### config.mk
export PLATFORM = sky130hd
export DESIGN_NAME = fasthash64_engine_unit
export DESIGN_NICKNAME = d
export VERILOG_FILES = /design/src/hdl/fh64_pkg.sv /design/src/hdl/fasthash64_engine_unit.sv /design/src/hdl/fh64_mul.sv
export SDC_FILE = /design/constraint.sdc
export NUM_CORES = 2
export LEC_CHECK = 0
export ABC_AREA = 1
export BUFFER_PORTS_ARGS = -buffer_cell sky130_fd_sc_hd__buf_2
export CORE_MARGIN = 5
export CORE_UTILIZATION = 63
export CTS_CLUSTER_SIZE = 40
export DETAILED_ROUTE_END_ITERATION = 16
export PLACE_DENSITY = 0.89
export RECOVER_POWER = 25
export SLEW_MARGIN = 30
export SYNTH_ARGS = -nofsm -noshare
export SYNTH_HDL_FRONTEND = slang
export SYNTH_HIERARCHICAL = 1
export SYNTH_SLANG_ARGS = --single-unit
### constraint.sdc
create_clock -name clk -period 11.15 [get_ports clk]
set_input_delay 1.115 -clock clk [delete_from_list [all_inputs] [get_ports clk]]
set_output_delay 1.115 -clock clk [all_outputs]
set_load 0.02 [all_outputs]
### src/hdl/fh64_pkg.sv
`default_nettype none

package fh64_pkg;

    localparam logic [63:0] MUL_M   = 64'h8803_55f2_1e6d_1965;
    localparam logic [63:0] MIX_K   = 64'h2127_599b_f432_5c37;
    localparam int          SHIFT_A = 23;
    localparam int          SHIFT_B = 47;

    // status of the shared multiplier
    typedef struct packed {
        logic busy;
        logic done;
    } mul_stat_t;

    function automatic logic [63:0] premix(input logic [63:0] x);
        return x ^ (x >> SHIFT_A);
    endfunction

    function automatic logic [63:0] postmix(input logic [63:0] x);
        return x ^ (x >> SHIFT_B);
    endfunction

    // keep only the low bytes that count says are valid, counts above eight keep all
    function automatic logic [63:0] mask_word(input logic [63:0] word,
                                              input logic [3:0]  count);
        logic [63:0] res;
        res = '0;
        for (int i = 0; i < 8; i++)
        begin
            if (4'(i) < count)
            begin
                res[i*8 +: 8] = word[i*8 +: 8];
            end
        end
        return res;
    endfunction

endpackage

`default_nettype wire

### src/hdl/fasthash64_engine_unit.sv
`default_nettype none

// fasthash64 engine: hashes a message streamed as little-endian 64-bit words.
// input channel: data_word, valid_bytes, message_length, last_word under
// in_valid / in_stall. message_length is read on the first request of a message;
// valid_bytes under eight marks a short word, zero absorbs nothing.
// output channel: digest under out_valid / out_stall, one request per last word.
// seed is written through cfg_we / cfg_wdata; the user must write it only while the
// engine is idle, the engine itself does not enforce this. all 64-bit products run
// on one 32x32 multiplier. a word with valid bytes takes two products; the first
// word of a message adds one product for the start value, the last word adds one
// product for the final mix and then loads the output register.
// in_stall is high while a request is being worked on.
// the output register holds the digest while out_stall is high; the engine
// takes the next request meanwhile and waits only if a second digest is ready.
// reset clears seed, the message state and out_valid; no clearing pass.
module fasthash64_engine_unit
(
    input  wire logic        clk,
    input  wire logic        rst_n,
    input  wire logic        in_valid,
    output logic             in_stall,
    input  wire logic [63:0] data_word,
    input  wire logic [3:0]  valid_bytes,
    input  wire logic [31:0] message_length,
    input  wire logic        last_word,
    output logic             out_valid,
    input  wire logic        out_stall,
    output logic [63:0]      digest,
    input  wire logic        cfg_we,
    input  wire logic [63:0] cfg_wdata
);

    typedef enum logic [5:0] {
        ST_IDLE = 6'b000001,
        ST_INIT = 6'b000010,
        ST_MIXW = 6'b000100,
        ST_ACCM = 6'b001000,
        ST_FIN  = 6'b010000,
        ST_EMIT = 6'b100000
    } state_t;

    state_t              state_reg;
    state_t              state_next;
    logic [63:0]         seed_reg;
    logic [63:0]         acc_reg;
    logic [63:0]         acc_next;
    logic                mid_reg;
    logic                mid_next;
    logic [63:0]         wmix_reg;
    logic [63:0]         wmix_next;
    logic                nz_reg;
    logic                nz_next;
    logic                last_reg;
    logic                last_next;
    logic [63:0]         res_reg;
    logic [63:0]         res_next;
    logic [63:0]         digest_reg;
    logic [63:0]         digest_next;
    logic                out_valid_reg;
    logic                out_valid_next;
    logic                accept;
    logic                out_free;
    logic                mul_start;
    logic [63:0]         mul_a;
    logic [63:0]         mul_b;
    logic [63:0]         mul_prod;
    logic [63:0]         init_acc;
    fh64_pkg::mul_stat_t mul_stat;

    fh64_mul u_mul
    (
        .clk     (clk),
        .rst_n   (rst_n),
        .start   (mul_start),
        .op_a    (mul_a),
        .op_b    (mul_b),
        .stat    (mul_stat),
        .product (mul_prod)
    );

    assign in_stall  = (state_reg != ST_IDLE);
    assign accept    = in_valid && !in_stall;
    assign out_valid = out_valid_reg;
    assign digest    = digest_reg;
    assign out_free  = !out_valid_reg || !out_stall;
    assign init_acc  = seed_reg ^ mul_prod;

    always_comb
    begin
        state_next     = state_reg;
        acc_next       = acc_reg;
        mid_next       = mid_reg;
        wmix_next      = wmix_reg;
        nz_next        = nz_reg;
        last_next      = last_reg;
        res_next       = res_reg;
        digest_next    = digest_reg;
        out_valid_next = out_valid_reg && out_stall;
        mul_start      = 1'b0;
        mul_a          = '0;
        mul_b          = '0;

        case (state_reg)
            ST_IDLE:
            begin
                if (accept)
                begin
                    wmix_next = fh64_pkg::premix(fh64_pkg::mask_word(data_word, valid_bytes));
                    nz_next   = (valid_bytes != 4'd0);
                    last_next = last_word;
                    if (!mid_reg)
                    begin
                        mul_start  = 1'b1;
                        mul_a      = 64'(message_length);
                        mul_b      = fh64_pkg::MUL_M;
                        state_next = ST_INIT;
                    end
                    else if (valid_bytes != 4'd0)
                    begin
                        mul_start  = 1'b1;
                        mul_a      = fh64_pkg::premix(
                                         fh64_pkg::mask_word(data_word, valid_bytes));
                        mul_b      = fh64_pkg::MIX_K;
                        state_next = ST_MIXW;
                    end
                    else if (last_word)
                    begin
                        mul_start  = 1'b1;
                        mul_a      = fh64_pkg::premix(acc_reg);
                        mul_b      = fh64_pkg::MIX_K;
                        state_next = ST_FIN;
                    end
                end
            end
            ST_INIT:
            begin
                if (mul_stat.done)
                begin
                    acc_next = init_acc;
                    if (nz_reg)
                    begin
                        mul_start  = 1'b1;
                        mul_a      = wmix_reg;
                        mul_b      = fh64_pkg::MIX_K;
                        state_next = ST_MIXW;
                    end
                    else if (last_reg)
                    begin
                        mul_start  = 1'b1;
                        mul_a      = fh64_pkg::premix(init_acc);
                        mul_b      = fh64_pkg::MIX_K;
                        state_next = ST_FIN;
                    end
                    else
                    begin
                        mid_next   = 1'b1;
                        state_next = ST_IDLE;
                    end
                end
            end
            ST_MIXW:
            begin
                if (mul_stat.done)
                begin
                    mul_start  = 1'b1;
                    mul_a      = acc_reg ^ fh64_pkg::postmix(mul_prod);
                    mul_b      = fh64_pkg::MUL_M;
                    state_next = ST_ACCM;
                end
            end
            ST_ACCM:
            begin
                if (mul_stat.done)
                begin
                    acc_next = mul_prod;
                    if (last_reg)
                    begin
                        mul_start  = 1'b1;
                        mul_a      = fh64_pkg::premix(mul_prod);
                        mul_b      = fh64_pkg::MIX_K;
                        state_next = ST_FIN;
                    end
                    else
                    begin
                        mid_next   = 1'b1;
                        state_next = ST_IDLE;
                    end
                end
            end
            ST_FIN:
            begin
                if (mul_stat.done)
                begin
                    res_next   = fh64_pkg::postmix(mul_prod);
                    mid_next   = 1'b0;
                    state_next = ST_EMIT;
                end
            end
            ST_EMIT:
            begin
                if (out_free)
                begin
                    digest_next    = res_reg;
                    out_valid_next = 1'b1;
                    state_next     = ST_IDLE;
                end
            end
            default:
            begin
                state_next = ST_IDLE;
            end
        endcase
    end

    always_ff @(posedge clk or negedge rst_n)
    begin
        if (!rst_n)
        begin
            state_reg     <= ST_IDLE;
            mid_reg       <= 1'b0;
            out_valid_reg <= 1'b0;
            seed_reg      <= '0;
        end
        else
        begin
            state_reg     <= state_next;
            mid_reg       <= mid_next;
            out_valid_reg <= out_valid_next;
            if (cfg_we)
            begin
                seed_reg <= cfg_wdata;
            end
        end
    end

    always_ff @(posedge clk)
    begin
        acc_reg    <= acc_next;
        wmix_reg   <= wmix_next;
        nz_reg     <= nz_next;
        last_reg   <= last_next;
        res_reg    <= res_next;
        digest_reg <= digest_next;
    end

    // multiplier finishes only while a product is awaited
    assert property (@(posedge clk) disable iff (!rst_n)
        mul_stat.done |-> (state_reg != ST_IDLE && state_reg != ST_EMIT))
        else $error("multiplier done outside a product step");

    // no request is taken while the multiplier still runs
    assert property (@(posedge clk) disable iff (!rst_n)
        (state_reg == ST_IDLE) |-> !mul_stat.busy)
        else $error("multiplier busy while idle");

    // a new digest appears only from the emit step
    assert property (@(posedge clk) disable iff (!rst_n)
        (out_valid && !$past(out_valid)) |-> $past(state_reg == ST_EMIT))
        else $error("digest without emit step");

    // a finished message always leaves the engine waiting for a first word
    assert property (@(posedge clk) disable iff (!rst_n)
        (state_reg == ST_EMIT) |-> !mid_reg)
        else $error("message state not cleared at emit");

endmodule

`default_nettype wire

### src/hdl/fh64_mul.sv
`default_nettype none

// low 64 bits of a 64x64 product from three 32x32 partial products
module fh64_mul
(
    input  wire logic              clk,
    input  wire logic              rst_n,
    input  wire logic              start,
    input  wire logic [63:0]       op_a,
    input  wire logic [63:0]       op_b,
    output fh64_pkg::mul_stat_t    stat,
    output logic [63:0]            product
);

    logic [63:0] a_reg;
    logic [63:0] b_reg;
    logic [63:0] prod_reg;
    logic [63:0] sum_reg;
    logic [63:0] sum_next;
    logic [1:0]  cnt_reg;
    logic        busy_reg;
    logic [31:0] op_x;
    logic [31:0] op_y;
    logic [63:0] mul_p;

    always_comb
    begin
        case (cnt_reg)
            2'd1:
            begin
                op_x = a_reg[63:32];
                op_y = b_reg[31:0];
            end
            2'd2:
            begin
                op_x = a_reg[31:0];
                op_y = b_reg[63:32];
            end
            default:
            begin
                op_x = a_reg[31:0];
                op_y = b_reg[31:0];
            end
        endcase
    end

    assign mul_p = 64'(op_x) * 64'(op_y);

    // cross terms only reach the upper half
    always_comb
    begin
        case (cnt_reg)
            2'd1:    sum_next = prod_reg;
            2'd2:    sum_next = sum_reg + {prod_reg[31:0], 32'd0};
            default: sum_next = sum_reg;
        endcase
    end

    assign product   = sum_reg + {prod_reg[31:0], 32'd0};
    assign stat.busy = busy_reg;
    assign stat.done = busy_reg && (cnt_reg == 2'd3);

    always_ff @(posedge clk or negedge rst_n)
    begin
        if (!rst_n)
        begin
            busy_reg <= 1'b0;
            cnt_reg  <= 2'd0;
        end
        else if (start)
        begin
            busy_reg <= 1'b1;
            cnt_reg  <= 2'd0;
        end
        else if (busy_reg)
        begin
            cnt_reg <= cnt_reg + 2'd1;
            if (cnt_reg == 2'd3)
            begin
                busy_reg <= 1'b0;
            end
        end
    end

    always_ff @(posedge clk)
    begin
        if (start)
        begin
            a_reg <= op_a;
            b_reg <= op_b;
        end
        prod_reg <= mul_p;
        sum_reg  <= sum_next;
    end

endmodule

`default_nettype wire

Yosys cells after proc, flatten, opt, wreduce, memory -nomap -nowiden
Index checks and enable logic that the tools add are counted.
{"block": "totals", "ramBits": 0, "regBits": 589, "out_inout_bits": 66, "romBits": 0, "memories": 0, "latchBits": 0, "wordCells": 189}
{"block": "classes", "shifts": 0, "n_mul": 1, "div_mod_pow": 0, "reduce_logical": 18, "n_addsub": 2, "n_eq_ne": 18, "mux": 118, "n_lt_le_gt_ge": 8, "bitwise": 8}
{"op": "64-bit two-way mux", "count": 16}
{"op": "64-bit one-hot mux with 4 select lines", "count": 2}
{"op": "8-bit two-way mux", "count": 56}
{"op": "64-bit by 41-bit XOR with 64-bit output", "count": 5}
{"op": "62-bit two-way mux", "count": 5}
{"op": "64-bit one-hot mux with 2 select lines", "count": 2}
{"op": "64-bit XOR", "count": 2}
{"op": "64-bit adder", "count": 1}
{"op": "32-bit by 32-bit multiplier with 64-bit output", "count": 1}
{"op": "32-bit two-way mux", "count": 2}
{"op": "64-bit by 17-bit XOR with 64-bit output", "count": 1}
{"op": "6-bit two-way mux", "count": 9}
{"op": "6-bit one-hot mux with 6 select lines", "count": 1}
{"op": "1-bit two-way mux", "count": 19}
{"op": "3-bit by 4-bit < comparator with 1-bit output (first input constant)", "count": 4}
{"op": "2-bit inequality test (second input constant)", "count": 7}
{"op": "5-bit two-way mux", "count": 2}
{"op": "1-bit by 4-bit < comparator with 1-bit output (first input constant)", "count": 2}
{"op": "2-bit by 4-bit < comparator with 1-bit output (first input constant)", "count": 2}
{"op": "7-bit AND reduction", "count": 1}
{"op": "6-bit by 1-bit equality test with 1-bit output (second input constant)", "count": 1}
{"op": "6-bit by 2-bit equality test with 1-bit output (second input constant)", "count": 1}
{"op": "6-bit by 3-bit equality test with 1-bit output (second input constant)", "count": 1}
{"op": "6-bit by 4-bit equality test with 1-bit output (second input constant)", "count": 1}
{"op": "19 further kinds", "count": 29}

Logic depth before layout (Yosys ltp)
{"block": "depth", "depth_word": 11, "depth_mapped": 38, "ltp_nobuf": 35}

Hierarchy
The synthesis kept the hierarchy.
{"mod": "fh64_mul", "area_per_inst_um2": 45596.2, "instances": 1, "cells_per_inst": 5563}
{"mod": "fasthash64_engine_unit", "area_per_inst_um2": 20033.0, "instances": 1, "cells_per_inst": 2638}

Least setup slack after synthesis
OpenSTA, ideal clock, no wires.
{"block": "synth_timing", "path_kind": "flip-flop to flip-flop", "start": "register u_mul.cnt_reg[1]", "end": "register u_mul.prod_reg[60]", "path_buffers": 3, "setup_ns": 0.112, "arrival_time_ns": 7.758, "slack_ns": 3.279, "period_less_slack_ns": 7.871, "path_stages_with_launch": 32, "path_cell_list": "dfrtp_1 > inv_1 > ha_1 > buf_2 > buf_2 > nand2_1 > o21ai_2 > inv_1 > buf_2 > nor2_1 > fa_1 > fa_1 > inv_1 > fa_1 > fa_1 > inv_1 > fa_1 > fa_1 > fa_1 > inv_1 > fa_1 > inv_1 > ha_1 > nand2_1 > nor2_1 > inv_1 > nor3_1 > nand2_1 > nor2_1 > nand2_1 > nand3_1 > nand2_1"}
{"block": "synth_via", "elab_chain_len": 3, "elab_cells_between_ends": 5, "cone_classes": "mul: 1; eq/ne: 2; mux: 2"}
{"element": "start, declared", "line": "fh64_mul.sv:20", "text": "logic [1:0] cnt_reg;"}
{"element": "start signal, assigned", "line": "fh64_mul.sv:77", "text": "cnt_reg <= cnt_reg + 2'd1;"}
{"element": "2-bit by 1-bit equality test with 1-bit output or 2-bit equality test (tied branches)", "line": "fh64_mul.sv:28", "text": "case (cnt_reg)"}
{"element": "32-bit two-way mux", "line": "fh64_mul.sv:28"}
{"element": "32-bit by 32-bit multiplier with 64-bit output *", "line": "fh64_mul.sv:47", "text": "assign mul_p = 64'(op_x) * 64'(op_y);"}
{"element": "net u_mul.mul_p[60]", "line": "fh64_mul.sv:24", "text": "logic [63:0] mul_p;"}
{"element": "end signal, assigned", "line": "fh64_mul.sv:92", "text": "prod_reg <= mul_p;"}
{"element": "end, declared", "line": "fh64_mul.sv:17", "text": "logic [63:0] prod_reg;"}
The timed path passes the listed nets; every way through them passes the cells marked *.
A chain may end at the register's enable or synchronous reset.

Worst setup path after layout
{"block": "layout_timing", "start": "register u_mul.cnt_reg[0]", "end": "register u_mul.prod_reg[59]"}
Same word-level chain as after synthesis.

==> impl_metrics.yaml <==
sta:
  hold_viol: 0
  fmaxAchievable_mhz: 102
  setup_viol: 0
  tightest_slew_ns: 3.61
  finalClockSkew_ns: 0.0404
  rsz0062_at_grt: "no"
  maxSlewViolCount: 329
  slew-limit-headroom: -1.40
  setup-tns-final_ns: 0
  fin_crit_ns: 9.80
  finalCritPeriodShare: 0.879
grt:
  grt_antenna_before_repair: 9
  grt_max_degree: 98
  grt_pass1_wl_um: 361000
  track_usage: 0.439
  grt_pass1_vias: 58240
  grt_remaining_overflow: 0
finish:
  mostFrequentLayoutCell: "nand2_1"
  n_fill_cell: 8462
  multi_input_area_mm2: 0.0408
  seqCellArea_mm2: 0.0167
  layout_common_cells: "2,368 x nand2_1, 1,690 x inv_1, 897 x fa_1"
  area_growth_pct: 7.03
  drive_above_1_share: 0.0695
  final_nets: 9652
detailed_routing:
  ant_nets: 0
  vias_per_cell: 5.90
  first_pass_iters: 7
  routed_wl_um: 245000
  dr_total_vias: 57378
  wire_per_inst_um: 25.2
  remaining_drc_errors: 0
  drt_first_iter_violations: 7676
cts:
  cts_max_path_buffers: 3
  insertion_delay_ns: 0.68
  numCtsBuffers: 70
  cts_setup_buffers: 0
  clk_pin_slew_ns: 0.06
  cts_resized: 0
  cts-htree-levels: 3
  cts.sinks: 589
  ctsRootBufferMaster: "clkbuf_16"
  hold_buffers: 0
  cts_tree: "yes"
critical_path:
  r2r_end: "u_mul/prod_reg[59]"
  slowest_stage: "ha_1"
  r2r_slack_ns: 1.35
  cp.required_ns: 11.70
  cp_top_family: "adder cells"
  reg2reg_from: "u_mul/cnt_reg[0]"
  path_max_fanout: 39
  cp.arrival_ns: 10.35
  ff2ff_path_depth: 28
  start_kind: "register"
  end_kind: "register"
  cp_num_buf_inv: 7
  crit_type: "register to register"
  cpMostUsedCell: "fa_1"
  critPathMaxStageDelay_ns: 0.95
floorplan:
  die_h_um: 333
  io_pins: 236
  start_util: 0.634
  fp.coreArea_mm2: 0.103
  die-area_mm2: 0.111
  die-width_um: 333
  fp-row-count: 118
run_status:
  violations: "max-capacitance violations, max-slew violations"
  status: "finished, violations left"
placed_design:
  numPortBuffers: 235
  gp_congestion: 1.04
  hpwl_um: 193000
yosys:
  synth.avg_cell_area_um2: 8.00
  postSynthCellCount: 8200
  ys_warn_count: 6
  synth_area_mm2: 0.0656
flow_run:
  drv_cap: 8
worst_hold_path:
  hold_start: "res_reg[25]"
  hold_depth: 0
  hp-class: "register to register"
  min_to: "digest[25]"
==> worst register-to-register path, delay by kind of cell, from the launching register on <==
family	cells	cell delay, ns
DFF	1	0.43
and+or+nand+nor	10	1.97
buffers and inverters	7	1.66
AOI/OAI and AO/OA	1	0.35
adders and majority gates	10	5.30
==> routing by layer <==
layer  wire [um]  track usage  share of wire
met4       19600        0.267          0.080
met3       35900        0.143           0.15
met5          76            0        0.00031
met1       85800        0.569           0.35
met2      104000        0.648           0.42
==> final cells by class <==
type                    count  share of cell area
inverters                1742              0.0931
multi-input cells        5549               0.581
clock inverters            40             0.00803
repair buffers            336              0.0286
well taps                1380              0.0246
flip-flops and latches    589               0.237
clock buffers              89              0.0268
diodes                      2           0.0000713
==> worst max path at each step <==
stage | start | to | cells after the start | slack (ns)
floorplan | u_mul/cnt_reg[1] | u_mul/prod_reg[60] | 31 | 3.28
global placement | u_mul/cnt_reg[0] | u_mul/prod_reg[34] | 26 | 2.07
CTS | u_mul/cnt_reg[0] | u_mul/prod_reg[34] | 26 | 2.18
detailed placement | u_mul/cnt_reg[0] | u_mul/prod_reg[34] | 26 | 2.19
global route | u_mul/cnt_reg[0] | u_mul/prod_reg[34] | 26 | 1.05
finish | u_mul/cnt_reg[0] | u_mul/prod_reg[59] | 28 | 1.35
==> stage by stage <==
step                      utilization  area [um^2]  cells  hold slack (ns)  worst slack, ns
after floorplan                     -        65700   8218            0.400             3.28
after global placement          0.654        67700   9591            0.402             2.07
after detailed placement        0.655        67800   9595            0.405             2.19
after CTS                       0.679        70300   9724            0.340             2.18
after global routing            0.679        70200   9725            0.410             1.05
final                           0.679        70200   9727            0.413             1.35
Power is left out: the tool's default activity adds up to more than one toggle a clock period on the data nets, which glitch-free logic cannot reach.
